**src/rtl/core/lruc_pkg.sv**
```systemverilog
package lruc_pkg;

  localparam int TAG_W  = 20;
  localparam int DATA_W = 64;
  localparam int REQ_W  = 3;

  localparam logic [REQ_W-1:0] REQ_READ       = 3'd0;
  localparam logic [REQ_W-1:0] REQ_WRITE      = 3'd1;
  localparam logic [REQ_W-1:0] REQ_FILL_CLEAN = 3'd2;
  localparam logic [REQ_W-1:0] REQ_FILL_DIRTY = 3'd3;
  localparam logic [REQ_W-1:0] REQ_FLUSH      = 3'd4;

  typedef struct packed {
    logic [REQ_W-1:0]  req_type;
    logic [TAG_W-1:0]  tag;
    logic [DATA_W-1:0] block_data;
  } req_t;

  typedef struct packed {
    logic              hit;
    logic [DATA_W-1:0] block_out;
    logic [TAG_W-1:0]  tag_out;
    logic              item_valid;
    logic              last;
  } rsp_t;

  typedef enum logic [2:0] {
    ST_IDLE,
    ST_LOOKUP,
    ST_FILL,
    ST_FLUSH
  } state_t;

  // Controller to datapath
  typedef struct packed {
    logic load;       // capture request
    logic do_lookup;  // compare, update, form result
    logic do_fill;    // evict LRU, install, form result
    logic flush_step; // examine one recency position
    logic flush_none; // form empty flush result
  } cmd_t;

  // Datapath to controller
  typedef struct packed {
    logic flush_emit;  // current position holds a dirty block
    logic flush_end;   // current position is the last
    logic flush_more;  // a dirty block sits at a later position
  } sts_t;

endpackage

```
**src/rtl/core/lruc_datapath.sv**
```systemverilog
module lruc_datapath #(
  parameter int WAYS       = 8,
  parameter int BLOCK_BITS = 64,
  parameter int TAG_BITS   = 20
) (
  input  logic                clk,
  input  logic                rst,
  input  lruc_pkg::req_t      req,
  input  lruc_pkg::cmd_t      cmd,
  output lruc_pkg::sts_t      sts,
  output lruc_pkg::rsp_t      rsp_next
);
  import lruc_pkg::*;

  localparam int WI_W = (WAYS > 1) ? $clog2(WAYS) : 1;

  logic [TAG_BITS-1:0]   way_tag  [WAYS];
  logic [BLOCK_BITS-1:0] way_data [WAYS];
  logic [WAYS-1:0]       way_valid;
  logic [WAYS-1:0]       way_dirty;
  logic [WI_W-1:0]       order    [WAYS];
  logic [WI_W-1:0]       order_next [WAYS];

  logic [REQ_W-1:0]      r_type;
  logic [TAG_BITS-1:0]   r_tag;
  logic [BLOCK_BITS-1:0] r_data;
  logic [WI_W-1:0]       fpos;

  // Hit search: most recent matching position
  logic            found;
  logic [WI_W-1:0] hpos;
  always_comb begin
    found = 1'b0;
    hpos  = '0;
    for (int p = WAYS - 1; p >= 0; p--) begin
      if (way_valid[order[p]] && way_tag[order[p]] == r_tag) begin
        found = 1'b1;
        hpos  = WI_W'(p);
      end
    end
  end

  logic [WI_W-1:0] mpos;
  logic [WI_W-1:0] hway, vway, fway;
  assign mpos = cmd.do_fill ? WI_W'(WAYS - 1) : hpos;
  assign hway = order[hpos];
  assign vway = order[WAYS-1];
  assign fway = order[fpos];

  // Move-to-front of position mpos
  always_comb begin
    for (int p = 0; p < WAYS; p++) begin
      if (p == 0) order_next[p] = order[mpos];
      else if (WI_W'(p) <= mpos) order_next[p] = order[p-1];
      else order_next[p] = order[p];
    end
  end

  // Dirty block further down the recency order than the walk position
  logic flush_more;
  always_comb begin
    flush_more = 1'b0;
    for (int p = 0; p < WAYS; p++) begin
      if (WI_W'(p) > fpos && way_valid[order[p]] && way_dirty[order[p]]) flush_more = 1'b1;
    end
  end

  assign sts.flush_emit = way_valid[fway] && way_dirty[fway];
  assign sts.flush_end  = (fpos == WI_W'(WAYS - 1));
  assign sts.flush_more = flush_more;

  // Result formation
  always_comb begin
    rsp_next = '0;
    rsp_next.last = 1'b1;
    if (cmd.do_lookup && found) begin
      rsp_next.hit = 1'b1;
      if (r_type == REQ_READ) rsp_next.block_out = DATA_W'(way_data[hway]);
    end else if (cmd.do_fill && way_valid[vway] && way_dirty[vway]) begin
      rsp_next.hit       = 1'b1;
      rsp_next.block_out = DATA_W'(way_data[vway]);
      rsp_next.tag_out   = TAG_W'(way_tag[vway]);
    end else if (cmd.flush_step) begin
      rsp_next.block_out  = DATA_W'(way_data[fway]);
      rsp_next.tag_out    = TAG_W'(way_tag[fway]);
      rsp_next.item_valid = 1'b1;
      rsp_next.last       = !flush_more;
    end
  end

  // Request capture
  always_ff @(posedge clk) begin
    if (cmd.load) begin
      r_type <= req.req_type;
      r_tag  <= req.tag[TAG_BITS-1:0];
      r_data <= req.block_data[BLOCK_BITS-1:0];
    end
  end

  // Block contents (no reset)
  always_ff @(posedge clk) begin
    if (cmd.do_lookup && found && r_type == REQ_WRITE) way_data[hway] <= r_data;
    if (cmd.do_fill) way_data[vway] <= r_data;
  end

  // Tags, flags, recency, flush walk
  always_ff @(posedge clk) begin
    if (rst) begin
      way_valid <= '0;
      way_dirty <= '0;
      fpos      <= '0;
      for (int i = 0; i < WAYS; i++) begin
        way_tag[i] <= '0;
        order[i]   <= WI_W'(i);
      end
    end else begin
      if (cmd.load) begin
        fpos <= '0;
      end
      if (cmd.do_lookup && found) begin
        if (r_type == REQ_WRITE) way_dirty[hway] <= 1'b1;
        order <= order_next;
      end
      if (cmd.do_fill) begin
        way_tag[vway]   <= r_tag;
        way_valid[vway] <= 1'b1;
        way_dirty[vway] <= (r_type == REQ_FILL_DIRTY);
        order           <= order_next;
      end
      if (cmd.flush_step || (!cmd.load && !cmd.flush_none && r_type == REQ_FLUSH
                             && !sts.flush_emit && !sts.flush_end)) begin
        fpos <= fpos + 1'b1;
      end
    end
  end

endmodule

```
**src/rtl/core/lruc_ctrl.sv**
```systemverilog
module lruc_ctrl (
  input  logic           clk,
  input  logic           rst,
  input  logic           in_valid,
  output logic           in_ready,
  input  lruc_pkg::req_t in_data,
  output logic           out_valid,
  input  logic           out_ready,
  input  lruc_pkg::sts_t sts,
  output lruc_pkg::cmd_t cmd,
  output logic           rsp_load
);
  import lruc_pkg::*;

  state_t state, state_next;
  logic   ov, ov_next;
  logic   slot_free;

  assign out_valid = ov;
  assign slot_free = !ov || out_ready;

  always_ff @(posedge clk) begin
    if (rst) begin
      state <= ST_IDLE;
      ov    <= 1'b0;
    end else begin
      state <= state_next;
      ov    <= ov_next;
    end
  end

  // Next state and commands
  always_comb begin
    state_next   = state;
    cmd          = '0;
    in_ready     = 1'b0;
    rsp_load     = 1'b0;
    ov_next      = ov && !out_ready;
    unique case (state)
      ST_IDLE: begin
        in_ready = 1'b1;
        if (in_valid) begin
          cmd.load = 1'b1;
          case (in_data.req_type) inside
            REQ_READ, REQ_WRITE:            state_next = ST_LOOKUP;
            REQ_FILL_CLEAN, REQ_FILL_DIRTY: state_next = ST_FILL;
            REQ_FLUSH:                      state_next = ST_FLUSH;
            default:                        state_next = ST_IDLE;
          endcase
        end
      end
      ST_LOOKUP: if (slot_free) begin
        cmd.do_lookup = 1'b1;
        rsp_load = 1'b1;
        ov_next = 1'b1;
        state_next = ST_IDLE;
      end
      ST_FILL: if (slot_free) begin
        cmd.do_fill = 1'b1;
        rsp_load = 1'b1;
        ov_next = 1'b1;
        state_next = ST_IDLE;
      end
      ST_FLUSH: begin
        if (sts.flush_emit) begin
          // Hold the found block until the previous one is taken
          if (slot_free) begin
            cmd.flush_step = 1'b1;
            rsp_load = 1'b1;
            ov_next = 1'b1;
            if (!sts.flush_more) state_next = ST_IDLE;
          end
        end else if (sts.flush_end && slot_free) begin
          // Walk found no dirty block
          cmd.flush_none = 1'b1;
          rsp_load = 1'b1;
          ov_next = 1'b1;
          state_next = ST_IDLE;
        end
      end
      default: state_next = ST_IDLE;
    endcase
  end

`ifndef ASSERT_OFF
  property p_no_load_on_busy;
    @(posedge clk) disable iff (rst) rsp_load |-> (!ov || out_ready);
  endproperty
  a_no_load_on_busy: assert property (p_no_load_on_busy) else $error("result overwritten");

  property p_out_hold;
    @(posedge clk) disable iff (rst) (ov && !out_ready) |=> ov;
  endproperty
  a_out_hold: assert property (p_out_hold) else $error("result dropped while stalled");

  property p_cmd_onehot;
    @(posedge clk) disable iff (rst) $onehot0(cmd);
  endproperty
  a_cmd_onehot: assert property (p_cmd_onehot) else $error("more than one command");

  property p_ready_idle;
    @(posedge clk) disable iff (rst) in_ready |-> (state == ST_IDLE);
  endproperty
  a_ready_idle: assert property (p_ready_idle) else $error("accept while busy");
`endif

endmodule

```
**src/rtl/core/lru_write_back_cache_set.sv**
```systemverilog
// One set of a write-back cache with true LRU replacement over WAYS ways. A read or
// write lookup or a clean or dirty fill is accepted in the idle state and compared
// and updated in the lookup or fill state once the output slot is free, which loads
// the registered result. A flush walks the recency order from most recent, one
// position per cycle unless a dirty block waits for the output slot, emitting each
// valid dirty block and setting last on the final one, ending at the last dirty
// block or after all WAYS positions when none is dirty. Requests with unknown codes
// are dropped. A result held by out_ready low stalls the next one.
module lru_write_back_cache_set #(
  parameter int WAYS        = 8,
  parameter int WORD_BYTES  = 4,
  parameter int BLOCK_WORDS = 2,
  parameter int TAG_BITS    = 20
) (
  input  logic           clk,
  input  logic           rst,
  input  logic           in_valid,
  output logic           in_ready,
  input  lruc_pkg::req_t in_data,
  output logic           out_valid,
  input  logic           out_ready,
  output lruc_pkg::rsp_t out_data
);
  import lruc_pkg::*;

  localparam int BLOCK_BITS = WORD_BYTES * BLOCK_WORDS * 8;

  cmd_t cmd;
  sts_t sts;
  rsp_t rsp_next;
  logic rsp_load;

  lruc_ctrl u_ctrl (
    .clk, .rst, .in_valid, .in_ready, .in_data, .out_valid, .out_ready,
    .sts, .cmd, .rsp_load
  );

  lruc_datapath #(
    .WAYS(WAYS), .BLOCK_BITS(BLOCK_BITS), .TAG_BITS(TAG_BITS)
  ) u_dp (
    .clk, .rst, .req(in_data), .cmd, .sts, .rsp_next
  );

  // Output register
  always_ff @(posedge clk) begin
    if (rsp_load) out_data <= rsp_next;
  end

endmodule
```
**config.mk**
```make
export PLATFORM = sky130hd
export DESIGN_NAME = lru_write_back_cache_set
export DESIGN_NICKNAME = d
export VERILOG_FILES = /design/src/rtl/core/lruc_pkg.sv /design/src/rtl/core/lruc_datapath.sv /design/src/rtl/core/lruc_ctrl.sv /design/src/rtl/core/lru_write_back_cache_set.sv
export SDC_FILE = /design/constraint.sdc
export NUM_CORES = 2
export LEC_CHECK = 0
export BUFFER_PORTS_ARGS = -buffer_cell sky130_fd_sc_hd__buf_2
export CORE_UTILIZATION = 30
export CTS_CLUSTER_DIAMETER = 150
export DETAILED_ROUTE_END_ITERATION = 8
export SLEW_MARGIN = 0
export SYNTH_ARGS = -nofsm -noshare
export SYNTH_HDL_FRONTEND = slang
export SYNTH_SLANG_ARGS = --single-unit
```
**constraint.sdc**
```tcl
create_clock -name clk -period 23.9 [get_ports clk]
set_clock_uncertainty 0.15 [all_clocks]
set_input_delay 3.585 -clock clk [delete_from_list [all_inputs] [get_ports clk]]
set_output_delay 3.585 -clock clk [all_outputs]
set_load 0.01 [all_outputs]
```
After elaboration in Yosys (flattened, before gate mapping)

Memory sizes are Yosys's and may differ from the RTL's. A register that Yosys moved wholly into a read port is not among the register bits.
Index checks and enable logic that the tools add are counted.
W data, S select, Z words.

Memory bits (writable): 672
Register bits: 221
Memories: 2
Output and inout bits: 89
Word-level logic and storage cells: 296

Memory list:

| memory        | words | bits a word | rd ports | clocked after Yosys merged registers in | write ports | line                | text |
|---|---|---|---|---|---|---|---|
| u_dp.way_data | 8     | 64          | 3        | 1                                       | 1           | lruc_datapath.sv:18 | `logic [BLOCK_BITS-1:0] way_data [WAYS];` |
| u_dp.way_tag  | 8     | 20          | 9        | 8                                       | 8           | lruc_datapath.sv:17 | `logic [TAG_BITS-1:0] way_tag [WAYS];` |

Equal/unequal tests: 24
Bitwise operators: 6
Muxes and demuxes: 153
Add/sub/neg operators: 1
Magnitude comparators: 30
Reduce and logical (&&, ||, !) cells: 59

Operators with widths:

| kind                 | number |
|---|---|
| $mux W64             | 3 |
| $eq A20 B20 Y1       | 8 |
| $mux W3              | 52 |
| $mux W86             | 1 |
| $mux W84             | 1 |
| $reduce_or A64 Y1    | 1 |
| $mux W1              | 60 |
| $bmux W1 S3          | 18 |
| $mux W24             | 2 |
| $lt A3 B4 Y1 const B | 10 |
| $logic_and A1 B1 Y1  | 37 |
| $mux W8              | 4 |
| $bmux W3 S3          | 3 |
| $mux W20             | 1 |
| $reduce_or A20 Y1    | 1 |
| $or A8 B8 Y8         | 2 |
| $eq A3 B2 Y1 const B | 5 |
| $ge A4 B4 Y1 const B | 3 |
| $gt A3 B3 Y1 const A | 4 |
| $le A3 B3 Y1 const A | 4 |
| $not A3 Y4           | 3 |
| $eq A3 B1 Y1 const B | 3 |
| $eq A3 B3 Y1 const B | 3 |
| $logic_not A3 Y1     | 3 |
| other kinds (22)     | 41 |

Longest topological paths before layout

Depth in word-level cells: 25
Mapped depth: 22
Mapped depth without buffers: 15

Cells and area by module

Synthesis repeated with hierarchy kept, for this count alone.

Cells, all modules: 4931
Area, all modules: 58502.4 µm²

By module, submodules not included:

| module                   | times used | area an instance (µm²) | cells each |
|---|---|---|---|
| lruc_datapath            | 1          | 55549.5                | 4806 |
| lru_write_back_cache_set | 1          | 2612.5                 | 87 |
| lruc_ctrl                | 1          | 340.3                  | 38 |

Worst setup path after synthesis

OpenSTA, ideal clock, no wires.

Path kind: input-to-reg
From: in out_ready
To: mem u_dp.way_data[0][0], enable pin
Stages on the path: 6
Buffers on the path: 1
Setup slack: 15.695 ns
Data arrival time: 7.562 ns
Cell sequence: nand2b_1 and2_1 clkbuf_1 nor2_1 a21oi_1 nor2b_1

Longest elaborated chain between the ends: 8

Ends and longest elaborated chain:

| element                                                   | line                             | text |
|---|---|---|
| from (decl)                                               | lru_write_back_cache_set.sv:21   | `input logic out_ready,` |
| $logic_or A1 B1 Y1 *                                      | lruc_ctrl.sv:20                  | `assign slot_free = !ov \|\| out_ready;` |
| $mux W1 *                                                 | lruc_ctrl.sv:52, lruc_ctrl.sv:58 |  |
| branches (longest 6 deep; another with $reduce_or A64 Y1) | -                                |  |
| to (decl)                                                 | lruc_datapath.sv:18              |  |

Mark *: on every way between the ends.

==> results.md <==
* Vias in the first global route at around 44,000
* Total CTS buffers at 99
* Buffers on Ports at ~180
* WL met3 at roughly 22,000 um
* # fillers at around 19,000
* Cell taking the most area after synthesis: edfxtp_1
* Status: finished, final reports clean
* Commonest non-fill, non-tap cell in the layout: nand2_1
* Core area at just under 200,000 sq um
* Gr ovfl total at 0
* Hpwl dp at approximately 130,000 um
* Pwr Total at ~4 mW
* Critical path buffers and inverters at 3
* Post-Place Setup Slack at about 15 ns
* H-Tree Depth at 3
* Final Worst Setup Slack at 14.21 ns
* Chip width at approximately 440 um
* Share of cells above drive strength 1 at 20.2%
* Via Count at between 40,000 and 50,000
* Hold Path Class: reg -> reg
* RSZ-0062 raised after global routing: no
* CTS clk-pin slew, worst paths at ~0.06 ns
* Family with the most delay on the worst path: simple AND/OR/NAND/NOR gates
* Number of hold violations in the final report at 0
* Synthesized Nets at ~5,200
* Number of synthesized register bits at 916
* IR drop worst, VDD at around 0.065 mV
* WL per Instance at about 29 um
* Layout area overhead at 10.7%
* Synth Area in XOR/XNOR at under 10%
* Critical path, cell by cell: buf_4 > mux4_2 > mux2i_1 > xor2_1 > nand2_1 > nor4_1 > and4_1 > a21oi_1 > nor3_2 > or2_1 > a211oi_1 > o21ai_1 > and2_4 > buf_4 > buf_4 > mux2_2 > a21oi_1 > o31ai_1
* Clk root buf: clkbuf_16
* Avg Cell Area, Syn at 11.5 sq um
* Met2 Wirelength at around 100,000 um
* Hold WS at 0.412 ns
* Post-CTS Hold Buffers at 0
* CTS Sinks at roughly 900
* Final setup TNS at 0 ns
* Asr flop ratio synth at 0%
* Register share of total power at between 40% and 50%
* Post_cts resized at 0
* Main synth FF type: edfxtp_1
* Distinct cells, synth at between 70 and 80
* CTS tree: built
* Crit path arrival time at 10.02 ns
* Largest family of logic cells by synthesized area: multiplexers
* Placed insts at between 7,000 and 8,000
* Worst setup EP type: flip-flop
* Fin crit share at around two fifths
* Sw power at approximately 1.1 mW
* Final setup fails at 0
* First-pass GRT wire length at between 300,000 and 400,000 um
* F_max at around 100 MHz
* Most frequent CP cell: buf_4
* Synth top area share at between 40% and 50%
* Buffer count from post-CTS setup fixing at 0
* Pins Over Slew Limit at 0
* Detailed Routing Iterations Pass 1 at 6
* Iter 0 DRT Violations at approximately 6,200
* Io pins at between 150 and 200
* WS Path Type: reg -> reg
* Final wirelength at ~220,000 um
* All-layer global routing usage at a little over a fifth
* Leakage power at ~23 nW
* Finished Layout Cells at roughly 7,600
* Power per Cell Area at between 60 and 70 nW/um^2
* YS warnings at 0
* DRT met1 WL at around 81,000 um
* Worst Tran Pin Value at around 1.5 ns
* Sw frac at 28.7%
* Clock Power Share at 38.0%
* Combinational share of power at 14.8%
* Seq/Total Area, Yosys at a little under half
* Simple-Gate Fraction of Synth Area at between 10% and 20%
* MaxCap Viol Count at 0
* Startpoint types: flip-flop
* Total Nets Final at 5,059
* Insertion delay to the later sink of the worst-skew pair at around 0.76 ns
* Gpl congestion at 1.03
* Most frequent cells in the layout: 942 x nand2_1, 846 x edfxtp_1, 407 x mux2i_1
* Minimum clock period at a little under 10 ns
* Post-synth EDFFs at about 850
* Routed vias/inst at about 6.1
* CP max stage cell: dfxtp_4
* Die ar. at between 150,000 and 200,000 sq um
* Row cnt at 161
* Worst path max stage delay at roughly 1.1 ns
* Die height at ~440 um
* Post-synthesis adder-cell area fraction at less than 1%
* CP required at approximately 24 ns
* Internal Pwr Total at 2.85 mW
* Slew HR at between 2 and 2.5%
* Area contributors post-synth: edfxtp_1 44%, mux4_2 14%, mux2i_1 7.0%
* Cell Area, Synth at approximately 58,000 sq um
* DR top layer: met5
* Post-synthesis mux area share at between 20% and 30%
* Post-Syn Instances at around 5,100
* Starting Density at a little under a third
* CP max FO at 63
* Synth Area in Compound Gates at under 10%
* DRC at 0
* Antenna-violating nets left at 0
* Largest net degree at the start of global routing at 206
* Initial antenna violation count at 26
* Max clock buf depth at 3
[flip-flops by register name (all words and copies together) (netlist names), 8 cells and up, named ones only]
| signal | cells |
|---|---|
| u_dp.way_data | 512 |
| u_dp.way_tag | 160 |
| out_data | 87 |
| u_dp.r_data | 64 |
| u_dp.order | 21 |
| u_dp.r_tag | 20 |
| u_dp.way_dirty | 8 |
| u_dp.way_valid | 8 |
[area by class of cell]
type	instances	area, sq um	area share [%]
multi-input cells	3641	29500	45.7
well taps	2526	3160	4.90
clock inverters	62	582	0.902
inverters	25	98.8	0.153
repair buffers	278	1680	2.60
clock buffers	121	2630	4.07
diodes	7	17.5	0.0272
flip-flops and latches	916	26800	41.6
[logic make-up (layout without fill, tap and decap cells)]
| logic type | after synthesis | count (layout) |
|---|---|---|
| AND/OR/NAND/NOR | 1854 | 1854 |
| multiplexers | 928 | 928 |
| flip-flops | 916 | 916 |
| AO/OA/AOI/OAI | 703 | 703 |
| buffers and inverters | 510 | 486 |
| XOR/XNOR | 149 | 149 |
| adder cells (fa/ha/maj) | 7 | 7 |
| other | 0 | 7 |
[per-layer routing]
metal | vias to the layer above | track usage, %
li1 | 19300 | -
met1 | 23100 | 26.8
met2 | 3166 | 34.8
met3 | 650 | 4.27
met4 | 20 | 10.6
met5 | - | 0
[worst paths after layout]
| kind | startpoint | to | slack (ns) | cells past startpoint |
|---|---|---|---|---|
| setup / recovery | flip-flop | out_data[72] | 14.21 | 18 |
| hold / removal | u_ctrl.state[1] | u_ctrl.state[1] | 0.41 | 2 |
| setup reg to reg | flip-flop | out_data[72] | 14.21 | 18 |
| hold reg to reg | u_ctrl.state[1] | u_ctrl.state[1] | 0.41 | 2 |
[tightest hold or removal path, cell delays in order, from the launching register on]
cell,delay (ns)
dfxtp_1,0.34
a21oi_1,0.14
nor2_1,0.04
[synthesized netlist by cell type, types with 66 or more instances]
| master | n |
|---|---|
| a31oi_1 | 91 |
| nor2_1 | 83 |
| nand3_1 | 316 |
| o22ai_1 | 128 |
| buf_2 | 91 |
| dfxtp_1 | 70 |
| mux2i_1 | 408 |
| nand2_1 | 948 |
| edfxtp_1 | 846 |
| xnor2_1 | 91 |
| and2_1 | 172 |
| a21oi_1 | 101 |
| mux2_2 | 157 |
| a311oi_1 | 87 |
| clkbuf_1 | 308 |
| mux4_2 | 363 |
| and3_1 | 150 |
| o31ai_1 | 66 |
[power groups by stage]
stage,Clock [mW],Combinational [mW],Sequential (mW)
detailed placement,0,0.575,1.92
global placement,0,0.569,1.91
finish,1.52,0.589,1.89
CTS,1.55,0.577,1.88
global route,1.61,0.618,1.89
floorplan,0,0.416,1.87
[metrics by stage]
stage               instance area, sq um  utilization [%]
floorplan                          58300                -
global placement                   61300             31.8
detailed placement                 61300             31.8
CTS                                64500             33.4
global route                       64500             33.4
finish                             64500             33.5
No activity file was read; power rests on OpenSTA's default activity.
